### src/sv/altok_pkg.sv
// Shared types and constants for the assembler line tokenizer.
// No dependencies; imported by every module of the block.
package altok_pkg;

    localparam int COL_W   = 12;
    localparam int LINE_W  = 16;
    localparam int COUNT_W = 8;
    localparam int QDEPTH  = 4;
    localparam int QPTR_W  = $clog2(QDEPTH);

    localparam logic [COL_W-1:0]   COL_MAX   = {COL_W{1'b1}};
    localparam logic [LINE_W-1:0]  LINE_MAX  = {LINE_W{1'b1}};
    localparam logic [COUNT_W-1:0] COUNT_MAX = {COUNT_W{1'b1}};

    localparam logic [7:0] CH_QUOTE     = 8'h22;
    localparam logic [7:0] CH_SEMICOLON = 8'h3B;
    localparam logic [7:0] CH_COMMA     = 8'h2C;
    localparam logic [7:0] CH_BACKSLASH = 8'h5C;
    localparam logic [7:0] CH_TAB       = 8'h09;
    localparam logic [7:0] CH_SPACE     = 8'h20;
    localparam logic [7:0] CH_NUL       = 8'h00;

    typedef enum logic [1:0] {
        MODE_SEARCH = 2'd0,
        MODE_GRAB   = 2'd1,
        MODE_QUOTE  = 2'd2,
        MODE_IGNORE = 2'd3
    } scan_mode_t;

    typedef enum logic [2:0] {
        KIND_WORD   = 3'd0,
        KIND_COMMA  = 3'd1,
        KIND_STRING = 3'd2,
        KIND_LINE   = 3'd3,
        KIND_ERROR  = 3'd4
    } kind_t;

    typedef struct packed {
        kind_t               kind;
        logic [LINE_W-1:0]   line_number;
        logic [COL_W-1:0]    start_col;
        logic [COL_W-1:0]    end_col;
        logic [COUNT_W-1:0]  token_count;
        logic                last;
    } result_t;

    // up to two results per request, slot 0 first
    typedef struct packed {
        logic [1:0] valid;
        result_t    res1;
        result_t    res0;
    } push_t;

endpackage

### src/sv/altok_scan.sv
// Tokenizer state and per-character mode update; emits up to two results.
// Depends on altok_pkg.
module altok_scan
    import altok_pkg::*;
(
    input  logic        clk,
    input  logic        rst_n,
    input  logic        accept,
    input  logic [7:0]  ch,
    input  logic        line_end,
    output push_t       push
);

    scan_mode_t         mode_reg, mode_next;
    logic               halted_reg, halted_next;
    logic [COL_W-1:0]   column_reg, column_next;
    logic [COL_W-1:0]   start_reg, start_next;
    logic               bslash_reg, bslash_next;
    logic [LINE_W-1:0]  line_reg, line_next;
    logic [COUNT_W-1:0] tokens_reg, tokens_next;

    logic [COUNT_W-1:0] cnt1, cnt2;
    logic [COL_W-1:0]   word_end, column_inc;
    logic               is_end, blank;
    result_t            r0, r1;
    logic [1:0]         v;

    always_comb
    begin
        cnt1       = (tokens_reg != COUNT_MAX) ? tokens_reg + 1'b1 : tokens_reg;
        cnt2       = (cnt1 != COUNT_MAX) ? cnt1 + 1'b1 : cnt1;
        word_end   = (column_reg > start_reg) ? column_reg - 1'b1 : start_reg;
        column_inc = (column_reg != COL_MAX) ? column_reg + 1'b1 : column_reg;
        is_end     = line_end || (ch == CH_NUL);
        blank      = (ch == CH_SPACE) || (ch == CH_TAB);
    end

    always_comb
    begin
        mode_next   = mode_reg;
        halted_next = halted_reg;
        column_next = column_reg;
        start_next  = start_reg;
        bslash_next = bslash_reg;
        line_next   = line_reg;
        tokens_next = tokens_reg;
        v           = 2'b00;
        r0          = '{kind: KIND_WORD, line_number: line_reg, start_col: start_reg,
                        end_col: word_end, token_count: cnt1, last: 1'b0};
        r1          = '{kind: KIND_COMMA, line_number: line_reg, start_col: column_reg,
                        end_col: column_reg, token_count: cnt2, last: 1'b0};
        if (!halted_reg)
        begin
            if (is_end)
            begin
                if (mode_reg == MODE_QUOTE)
                begin
                    v              = 2'b01;
                    r0.kind        = KIND_ERROR;
                    r0.end_col     = column_reg;
                    r0.token_count = tokens_reg;
                    halted_next    = 1'b1;
                end
                else
                begin
                    if (mode_reg == MODE_GRAB)
                    begin
                        v           = 2'b01;
                        tokens_next = cnt1;
                    end
                    if (line_end)
                    begin
                        // line done goes behind a pending word
                        if (mode_reg == MODE_GRAB)
                        begin
                            v              = 2'b11;
                            r1.kind        = KIND_LINE;
                            r1.start_col   = '0;
                            r1.end_col     = '0;
                            r1.token_count = cnt1;
                        end
                        else
                        begin
                            v              = 2'b01;
                            r0.kind        = KIND_LINE;
                            r0.start_col   = '0;
                            r0.end_col     = '0;
                            r0.token_count = tokens_reg;
                        end
                        mode_next   = MODE_SEARCH;
                        column_next = '0;
                        start_next  = '0;
                        bslash_next = 1'b0;
                        tokens_next = '0;
                        line_next   = (line_reg != LINE_MAX) ? line_reg + 1'b1 : line_reg;
                    end
                    else
                    begin
                        mode_next   = MODE_IGNORE;
                        column_next = column_inc;
                        bslash_next = 1'b0;
                    end
                end
            end
            else
            begin
                case (mode_reg)
                    MODE_SEARCH:
                    begin
                        if (ch == CH_QUOTE)
                        begin
                            start_next = column_reg;
                            mode_next  = MODE_QUOTE;
                        end
                        else if (ch == CH_SEMICOLON)
                        begin
                            mode_next = MODE_IGNORE;
                        end
                        else if (!blank)
                        begin
                            start_next = column_reg;
                            mode_next  = MODE_GRAB;
                        end
                    end
                    MODE_GRAB:
                    begin
                        if (blank)
                        begin
                            v           = 2'b01;
                            tokens_next = cnt1;
                            mode_next   = MODE_SEARCH;
                        end
                        else if (ch == CH_COMMA)
                        begin
                            v           = 2'b11;
                            tokens_next = cnt2;
                            mode_next   = MODE_SEARCH;
                        end
                        else if (ch == CH_SEMICOLON)
                        begin
                            v           = 2'b01;
                            tokens_next = cnt1;
                            mode_next   = MODE_IGNORE;
                        end
                    end
                    MODE_QUOTE:
                    begin
                        // escaped quote stays inside the string
                        if ((ch == CH_QUOTE) && !bslash_reg)
                        begin
                            v           = 2'b01;
                            r0.kind     = KIND_STRING;
                            r0.end_col  = column_reg;
                            tokens_next = cnt1;
                            mode_next   = MODE_SEARCH;
                        end
                    end
                    default:
                    begin
                    end
                endcase
                bslash_next = (ch == CH_BACKSLASH);
                column_next = column_inc;
            end
        end
        r0.last    = !v[1];
        r1.last    = 1'b1;
        push.valid = accept ? v : 2'b00;
        push.res0  = r0;
        push.res1  = r1;
    end

    always_ff @(posedge clk or negedge rst_n)
    begin
        if (!rst_n)
        begin
            mode_reg   <= MODE_SEARCH;
            halted_reg <= 1'b0;
            column_reg <= '0;
            start_reg  <= '0;
            bslash_reg <= 1'b0;
            line_reg   <= {{(LINE_W-1){1'b0}}, 1'b1};
            tokens_reg <= '0;
        end
        else if (accept)
        begin
            mode_reg   <= mode_next;
            halted_reg <= halted_next;
            column_reg <= column_next;
            start_reg  <= start_next;
            bslash_reg <= bslash_next;
            line_reg   <= line_next;
            tokens_reg <= tokens_next;
        end
    end

`ifndef SYNTH
    a_halt_silent: assert property (@(posedge clk) disable iff (!rst_n)
        halted_reg |-> (push.valid == 2'b00))
        else $error("result produced while halted");
    a_line_nonzero: assert property (@(posedge clk) disable iff (!rst_n)
        line_reg != '0)
        else $error("line counter reached zero");
    a_halt_sticky: assert property (@(posedge clk) disable iff (!rst_n)
        $past(halted_reg) |-> halted_reg)
        else $error("halt released without reset");
`endif

endmodule

### src/sv/altok_outq.sv
// Four-entry result queue: takes up to two results per cycle, drains one.
// Depends on altok_pkg.
module altok_outq
    import altok_pkg::*;
(
    input  logic     clk,
    input  logic     rst_n,
    input  push_t    push,
    output logic     room,
    output logic     out_valid,
    input  logic     out_ready,
    output result_t  out_data
);

    result_t             entry_reg [QDEPTH];
    logic [QPTR_W-1:0]   wr_ptr_reg, rd_ptr_reg;
    logic [QPTR_W:0]     count_reg;
    logic                pop;
    logic [1:0]          n_push;

    assign room      = (count_reg <= (QPTR_W+1)'(QDEPTH - 2));
    assign out_valid = (count_reg != '0);
    assign out_data  = entry_reg[rd_ptr_reg];
    assign pop       = out_valid && out_ready;
    assign n_push    = {1'b0, push.valid[0]} + {1'b0, push.valid[1]};

    always_ff @(posedge clk)
    begin
        if (push.valid[0])
            entry_reg[wr_ptr_reg] <= push.res0;
        if (push.valid[1])
            entry_reg[wr_ptr_reg + 1'b1] <= push.res1;
    end

    always_ff @(posedge clk or negedge rst_n)
    begin
        if (!rst_n)
        begin
            wr_ptr_reg <= '0;
            rd_ptr_reg <= '0;
            count_reg  <= '0;
        end
        else
        begin
            wr_ptr_reg <= wr_ptr_reg + QPTR_W'(n_push);
            if (pop)
                rd_ptr_reg <= rd_ptr_reg + 1'b1;
            count_reg <= count_reg + (QPTR_W+1)'(n_push) - (QPTR_W+1)'(pop);
        end
    end

`ifndef SYNTH
    a_no_overflow: assert property (@(posedge clk) disable iff (!rst_n)
        count_reg <= (QPTR_W+1)'(QDEPTH))
        else $error("result queue overflow");
    a_push_order: assert property (@(posedge clk) disable iff (!rst_n)
        push.valid[1] |-> push.valid[0])
        else $error("second result without first");
    a_push_room: assert property (@(posedge clk) disable iff (!rst_n)
        (push.valid != 2'b00) |-> room)
        else $error("push without room");
    a_last_mark: assert property (@(posedge clk) disable iff (!rst_n)
        push.valid[1] |-> (push.res1.last && !push.res0.last))
        else $error("last flag on wrong result");
`endif

endmodule

### src/sv/assembly_line_tokenizer_core.sv
// Top level of the assembler line tokenizer.
// Depends on altok_pkg, altok_scan and altok_outq.
//
// Usage:
//   Slave stream: one source character per request in s_axis_tdata[7:0];
//   s_axis_tlast high marks the end of a line (the byte is then ignored).
//   Master stream: one result per request. tuser carries the kind (word,
//   comma, string, line done, unterminated string error); tdata carries
//   line number, start column, end column and token count; tlast marks
//   the final result caused by one input character.
// A result enters the queue when its character is taken and leaves once
//   earlier results have drained. Throughput: one character per cycle while
//   two entries are free; two results of one character (word plus comma, or
//   word plus line done) leave one at a time by the queue's single port.
// The four-entry result queue accepts a character whenever two entries
//   are free, so s_axis_tready depends only on registered fill level.
// A stalled receiver fills the queue and then drops s_axis_tready; no
//   result is lost. An unterminated string emits one error and halts the
//   block: later characters are taken and produce nothing until reset.
// Reset (rst_n low, asynchronous) empties the queue, sets the line
//   number to 1 and the scanner to search mode.
module assembly_line_tokenizer_core
    import altok_pkg::*;
(
    input  logic        clk,
    input  logic        rst_n,
    input  logic        s_axis_tvalid,
    output logic        s_axis_tready,
    input  logic [7:0]  s_axis_tdata,   // [7:0] ch
    input  logic        s_axis_tlast,   // line_end
    output logic        m_axis_tvalid,
    input  logic        m_axis_tready,
    output logic [47:0] m_axis_tdata,   // [15:0] line_number, [27:16] start_col,
                                        // [39:28] end_col, [47:40] token_count
    output logic [2:0]  m_axis_tuser,   // [2:0] kind
    output logic        m_axis_tlast    // last
);

    push_t   push;
    result_t head;
    logic    room;
    logic    accept;

    assign s_axis_tready = room;
    assign accept        = s_axis_tvalid && room;

    altok_scan u_scan (
        .clk      (clk),
        .rst_n    (rst_n),
        .accept   (accept),
        .ch       (s_axis_tdata),
        .line_end (s_axis_tlast),
        .push     (push)
    );

    altok_outq u_outq (
        .clk       (clk),
        .rst_n     (rst_n),
        .push      (push),
        .room      (room),
        .out_valid (m_axis_tvalid),
        .out_ready (m_axis_tready),
        .out_data  (head)
    );

    assign m_axis_tdata = {head.token_count, head.end_col, head.start_col, head.line_number};
    assign m_axis_tuser = head.kind;
    assign m_axis_tlast = head.last;

endmodule
### config.mk
export PLATFORM = sky130hd
export DESIGN_NAME = assembly_line_tokenizer_core
export DESIGN_NICKNAME = d
export VERILOG_FILES = /design/src/sv/altok_pkg.sv /design/src/sv/altok_scan.sv /design/src/sv/altok_outq.sv /design/src/sv/assembly_line_tokenizer_core.sv
export SDC_FILE = /design/constraint.sdc
export NUM_CORES = 1
export LEC_CHECK = 0
export ABC_AREA = 1
export CAP_MARGIN = 15
export CORE_MARGIN = 2
export CORE_UTILIZATION = 64
export CTS_CLUSTER_SIZE = 10
export DETAILED_ROUTE_END_ITERATION = 16
export DONT_BUFFER_PORTS = 1
export GPL_TIMING_DRIVEN = 0
export HOLD_SLACK_MARGIN = 0.02
export PLACE_DENSITY_LB_ADDON = 0.05
export SYNTH_ARGS = -nofsm -noshare
export SYNTH_HDL_FRONTEND = slang
export SYNTH_SLANG_ARGS = --single-unit
### constraint.sdc
create_clock -name clk -period 4.6 [get_ports clk]
set_clock_uncertainty 0.1 [all_clocks]
set_input_delay 1.38 -clock clk [delete_from_list [all_inputs] [get_ports clk]]
set_output_delay 1.38 -clock clk [all_outputs]
set_load 0.05 [all_outputs]
### Yosys cells after proc, flatten, opt, wreduce, memory -nomap -nowiden

Memory sizes are Yosys's and may differ from the RTL's.
Cells that the tools add are included.

* register bits: 59
* memory bits (writable): 208
* memories kept: 1

Memories
* u_outq.entry_reg: words 4, bits a word 52, read ports 1, clocked after memory_dff 0, write ports 2, line altok_outq.sv:15 `result_t entry_reg [QDEPTH];`

* $add $sub $neg: 11
* order comparisons: 2
* eq/ne operators: 19
* mux-type cells: 82
* bitwise operators: 2
* reduce and logical (&&, ||, !) cells: 19

Operator list (number)
* $mux W32: 8
* $mux W12: 17
* $mux W8: 11
* $mux W2: 21
* $eq A8 B6 Y1 const B: 4
* $mux W3: 9
* $reduce_and A7 Y1: 3
* $mux W20: 1
* $add A16 B1 Y16 const B: 1
* $add A8 B1 Y8 const B: 2
* $ne A16 B16 Y1 const B: 1
* $ne A8 B8 Y1 const B: 2
* $pmux W8 S2: 1
* $add A12 B1 Y12 const B: 1
* $gt A12 B12 Y1: 1
* $mux W1: 12
* $ne A12 B12 Y1 const B: 1
* $sub A12 B1 Y12 const B: 1
* $reduce_bool A3 Y1: 3
* $eq A8 B4 Y1 const B: 1
* $eq A8 B7 Y1 const B: 1
* $logic_not A8 Y1: 1
* $ne A2 B2 Y1 const B: 3
* $pmux W2 S3: 1
* other kinds (22): 28

### Logic depth before layout (Yosys ltp)

* depth after elaboration: 11
* mapped depth: 16
* mapped depth without buffers: 15

### Hierarchy

Synthesis repeated with hierarchy kept, for this count alone.

* cell total of the unflattened synthesis: 1953
* area total of the unflattened synthesis: 15825.2 sq um

Modules (own cells, without submodules)
* altok_outq: instances 1, cells an instance 1232, area an instance 10993.0 sq um, seq. area each 6421.2 sq um
* altok_scan: instances 1, cells an instance 719, area an instance 4824.6 sq um, seq. area each 1302.5 sq um
* assembly_line_tokenizer_core: instances 1, cells an instance 2, area an instance 7.5 sq um, seq. area each 0.0 sq um

### Worst setup path before layout

Ideal clock, no wire load.

* path type: input -> register
* start point: input s_axis_tdata[7]
* end point: memory u_outq.entry_reg[3][10] in the netlist's numbering (enable)
* library setup time: 0.408 ns
* arrival: 3.595 ns
* data required time: 4.092 ns
* path slack: 0.498 ns
* cell stages on the path: 10
* cell sequence: nor2_2 > nand2_1 > nor2_2 > nand2_2 > o21ai_4 > nand3_4 > nor2_8 > nand2_2 > buf_2 > nand2_1

RTL lines
* start, declared: line assembly_line_tokenizer_core.sv:29 `input logic [7:0] s_axis_tdata,`
* end, declared: line altok_outq.sv:15

### Final worst setup path

* start point: register u_outq.rd_ptr_reg[0]
* end point: output m_axis_tdata[18]

* cells in the longest elaborated chain, start to end: 1

RTL lines
* start, declared: line altok_outq.sv:16 `logic [QPTR_W-1:0] wr_ptr_reg, rd_ptr_reg;`
* start signal, assigned: line altok_outq.sv:47 `rd_ptr_reg <= rd_ptr_reg + 1'b1;`
* $mem_v2 Z4 W52
* end, declared: line assembly_line_tokenizer_core.sv:33 `output logic [47:0] m_axis_tdata,`

No other way between the ends.

==> impl_metrics.tcl <==
set metrics [dict create \
    status "finished, final reports clean" \
    drtAntennaViolNets 0 \
    cts_tree "built" \
    ys_types 48 \
    wirelength_um 42100 \
    drtIter0Drc 1191 \
    synth-edff-count 196 \
    num_rows 55 \
    start_kind "flop" \
    via_per_inst 6.07 \
    synthArstFlopShare_pct 22.1 \
    largest_reg_flops 208 \
    overflow 0 \
    htreeDepth 1 \
    synth_cells 1671 \
    dp_hpwl_um 28200 \
    max_cap_viol_count 0 \
    nNetsFinal 1744 \
    numCtsBuffers 30 \
    crit_fanout 10 \
    setup_viol 0 \
    syn_to_final_growth_pct 11.1 \
    criticalPathCategory "reg2out" \
    cts_hold_buf 0 \
    cpMostUsedCell "clkbuf_1" \
    path_delay_family "buffers and inverters" \
    leakage_nw 6.51 \
    numClockSinks 267 \
    grt_pass1_wl_um 64900 \
    netlist_area_mm2 0.0145 \
    end_kind "primary output" \
    final_cells 2014 \
    ios 67 \
    final_cell_mix "355 x nand2_1, 235 x nor2_1, 196 x edfxtp_1" \
    path_clk_slew_ns 0.05 \
    drc 0 \
    cp_cell_sequence "clkbuf_1 -> inv_1 -> clkbuf_1 -> clkbuf_2 -> nor2_1 -> o22ai_2" \
    slew_headroom_pct 23.1 \
    dieArea_mm2 0.0239 \
    critPathSlowestCell "o22ai_2" \
    clock.fmax_mhz 220 \
    die_w_um 155 \
    cp.arrival_ns 3.06 \
    grt_pass1_vias 11900 \
    drv_slew 0 \
    ys_warn_count 0 \
    hold_slack_ns 0.366 \
    initial_core_util_pct 64.6 \
    cts_buffer_depth 3 \
    port_buffers 0 \
    final_common_cell "nand2_1" \
    cp_slowest_stage_delay_ns 0.62 \
    powerDensity_mw_per_mm2 446 \
    period_minus_slack_ns 4.54 \
    rsz0062_at_grt "no" \
    die_y_um 155 \
    tightest_slew_ns 1.17 \
    post-route-util_pct 71.8 \
    ir_worst_vdd_v 0.000279 \
    first_pass_iters 6 \
    r2r_cells 9 \
    wl_per_cell_um 20.9 \
    core_mm2 0.0224 \
    period_share_pct 98.8 \
    root_buffer "clkbuf_16" \
    required_ns 3.12 \
    syn_nets 1710 \
    place_ws_ns 0.164 \
    fin_ws_ns 0.0570 \
    dpl.cell_count 1958 \
    finalHoldViolations 0 \
    synthFlopType "edfxtp_1" \
    gp_congestion 0.982 \
    grt_max_degree 60 \
    holdPathStages 2 \
    cts_setup_buffers 0 \
    vias 12200 \
    insertedDiodeCount 0 \
    critPathBufInv 4 \
    grt_antenna_before_repair 0 \
    drive_gt1_share_pct 12.5 \
    insertion_delay_ns 0.57 \
    ys_seq_area_share_pct 52.4 \
    grt_use_total_pct 35.4 \
    synth_seq_cells 267 \
    p_total_mw 7.18 \
    avgSynthCellArea_um2 8.68 \
    crit_cells 6 \
    hold_class "reg2reg" \
]
==> where the power goes <==
group          switching, mW  leakage [nW]  total (mW)  internal [mW]
combinational           1.98          4.05        2.40          0.412
sequential            0.0283          2.04        2.61           2.58
clock                  0.949         0.411        2.18           1.23
total                   2.96          6.51        7.18           4.22
==> worst paths after layout <==
path                                         startpoint  slack, ns                 endpoint
min in group asynchronous                         rst_n       0.40       u_scan.line_reg[6]
worst min-delay path            u_outq.entry_reg[1][49]       0.37  u_outq.entry_reg[1][49]
worst max-delay path               u_outq.rd_ptr_reg[0]       0.06         m_axis_tdata[18]
max in group asynchronous                         rst_n       3.80       u_scan.line_reg[0]
worst min register to register  u_outq.entry_reg[1][49]       0.37  u_outq.entry_reg[1][49]
worst max register to register      u_outq.count_reg[0]       0.90  u_outq.entry_reg[3][24]
==> metal layers <==
metal	track usage (%)	routed length, um	vias up
li1	-	-	5766
met1	46.8	16400	5755
met2	58.2	20100	598
met3	6.72	4070	105
met4	14.1	1500	0
met5	0	0	-
==> final cells by class <==
type | count | area, um^2
Buffer | 81 | 400
Multi-Input combinational cell | 1204 | 6400
Timing Repair Buffer | 2 | 31.3
Fill cell | 1714 | 6320
Clock buffer | 55 | 845
Inverter | 119 | 447
Sequential cell | 267 | 7600
Tap cell | 285 | 357
Clock inverter | 1 | 30.0
==> cell usage after synthesis, types with 25 or more instances <==
library cell | instances | area [um^2]
nand2_1 | 356 | 1340
nor2_1 | 235 | 882
edfxtp_1 | 196 | 5890
o21ai_0 | 172 | 861
inv_1 | 103 | 387
nand3_1 | 98 | 490
o22ai_1 | 65 | 407
dfrtp_1 | 58 | 1450
o21ai_1 | 56 | 280
clkbuf_1 | 43 | 161
a21oi_1 | 42 | 210
xor2_1 | 32 | 280
buf_2 | 30 | 150
nor2_2 | 28 | 175
ha_1 | 25 | 313
==> tightest hold or removal path, stage by stage, from the launching register on <==
cell and delay, ns:
dfxtp_1 0.32, nor2_1 0.04, nor2_1 0.07
==> cell families after synthesis <==
kind of cell | share of synthesized area (%)
simple gates | 24.0
compound gates | 13.2
flops | 52.4
buf+inv | 5.77
xor+xnor | 2.23
fa+ha+maj | 2.29
==> what timing repair did <==
| item | CTS | global route |
|---|---|---|
| pin swaps | 0 | 0 |
| resized for setup | 53 | 12 |
| gates cloned | 0 | 0 |
| endpoints found under the setup margin | 49 | 24 |
==> per-stage QoR <==
stage               area [um^2]  TNS [ns]
floorplan                 14500         0
global placement          14900    -31.78
detailed placement        14900         0
CTS                       16100         0
global route              16100         0
finish                    16100         0
No activity file was read; power rests on OpenSTA's default activity.
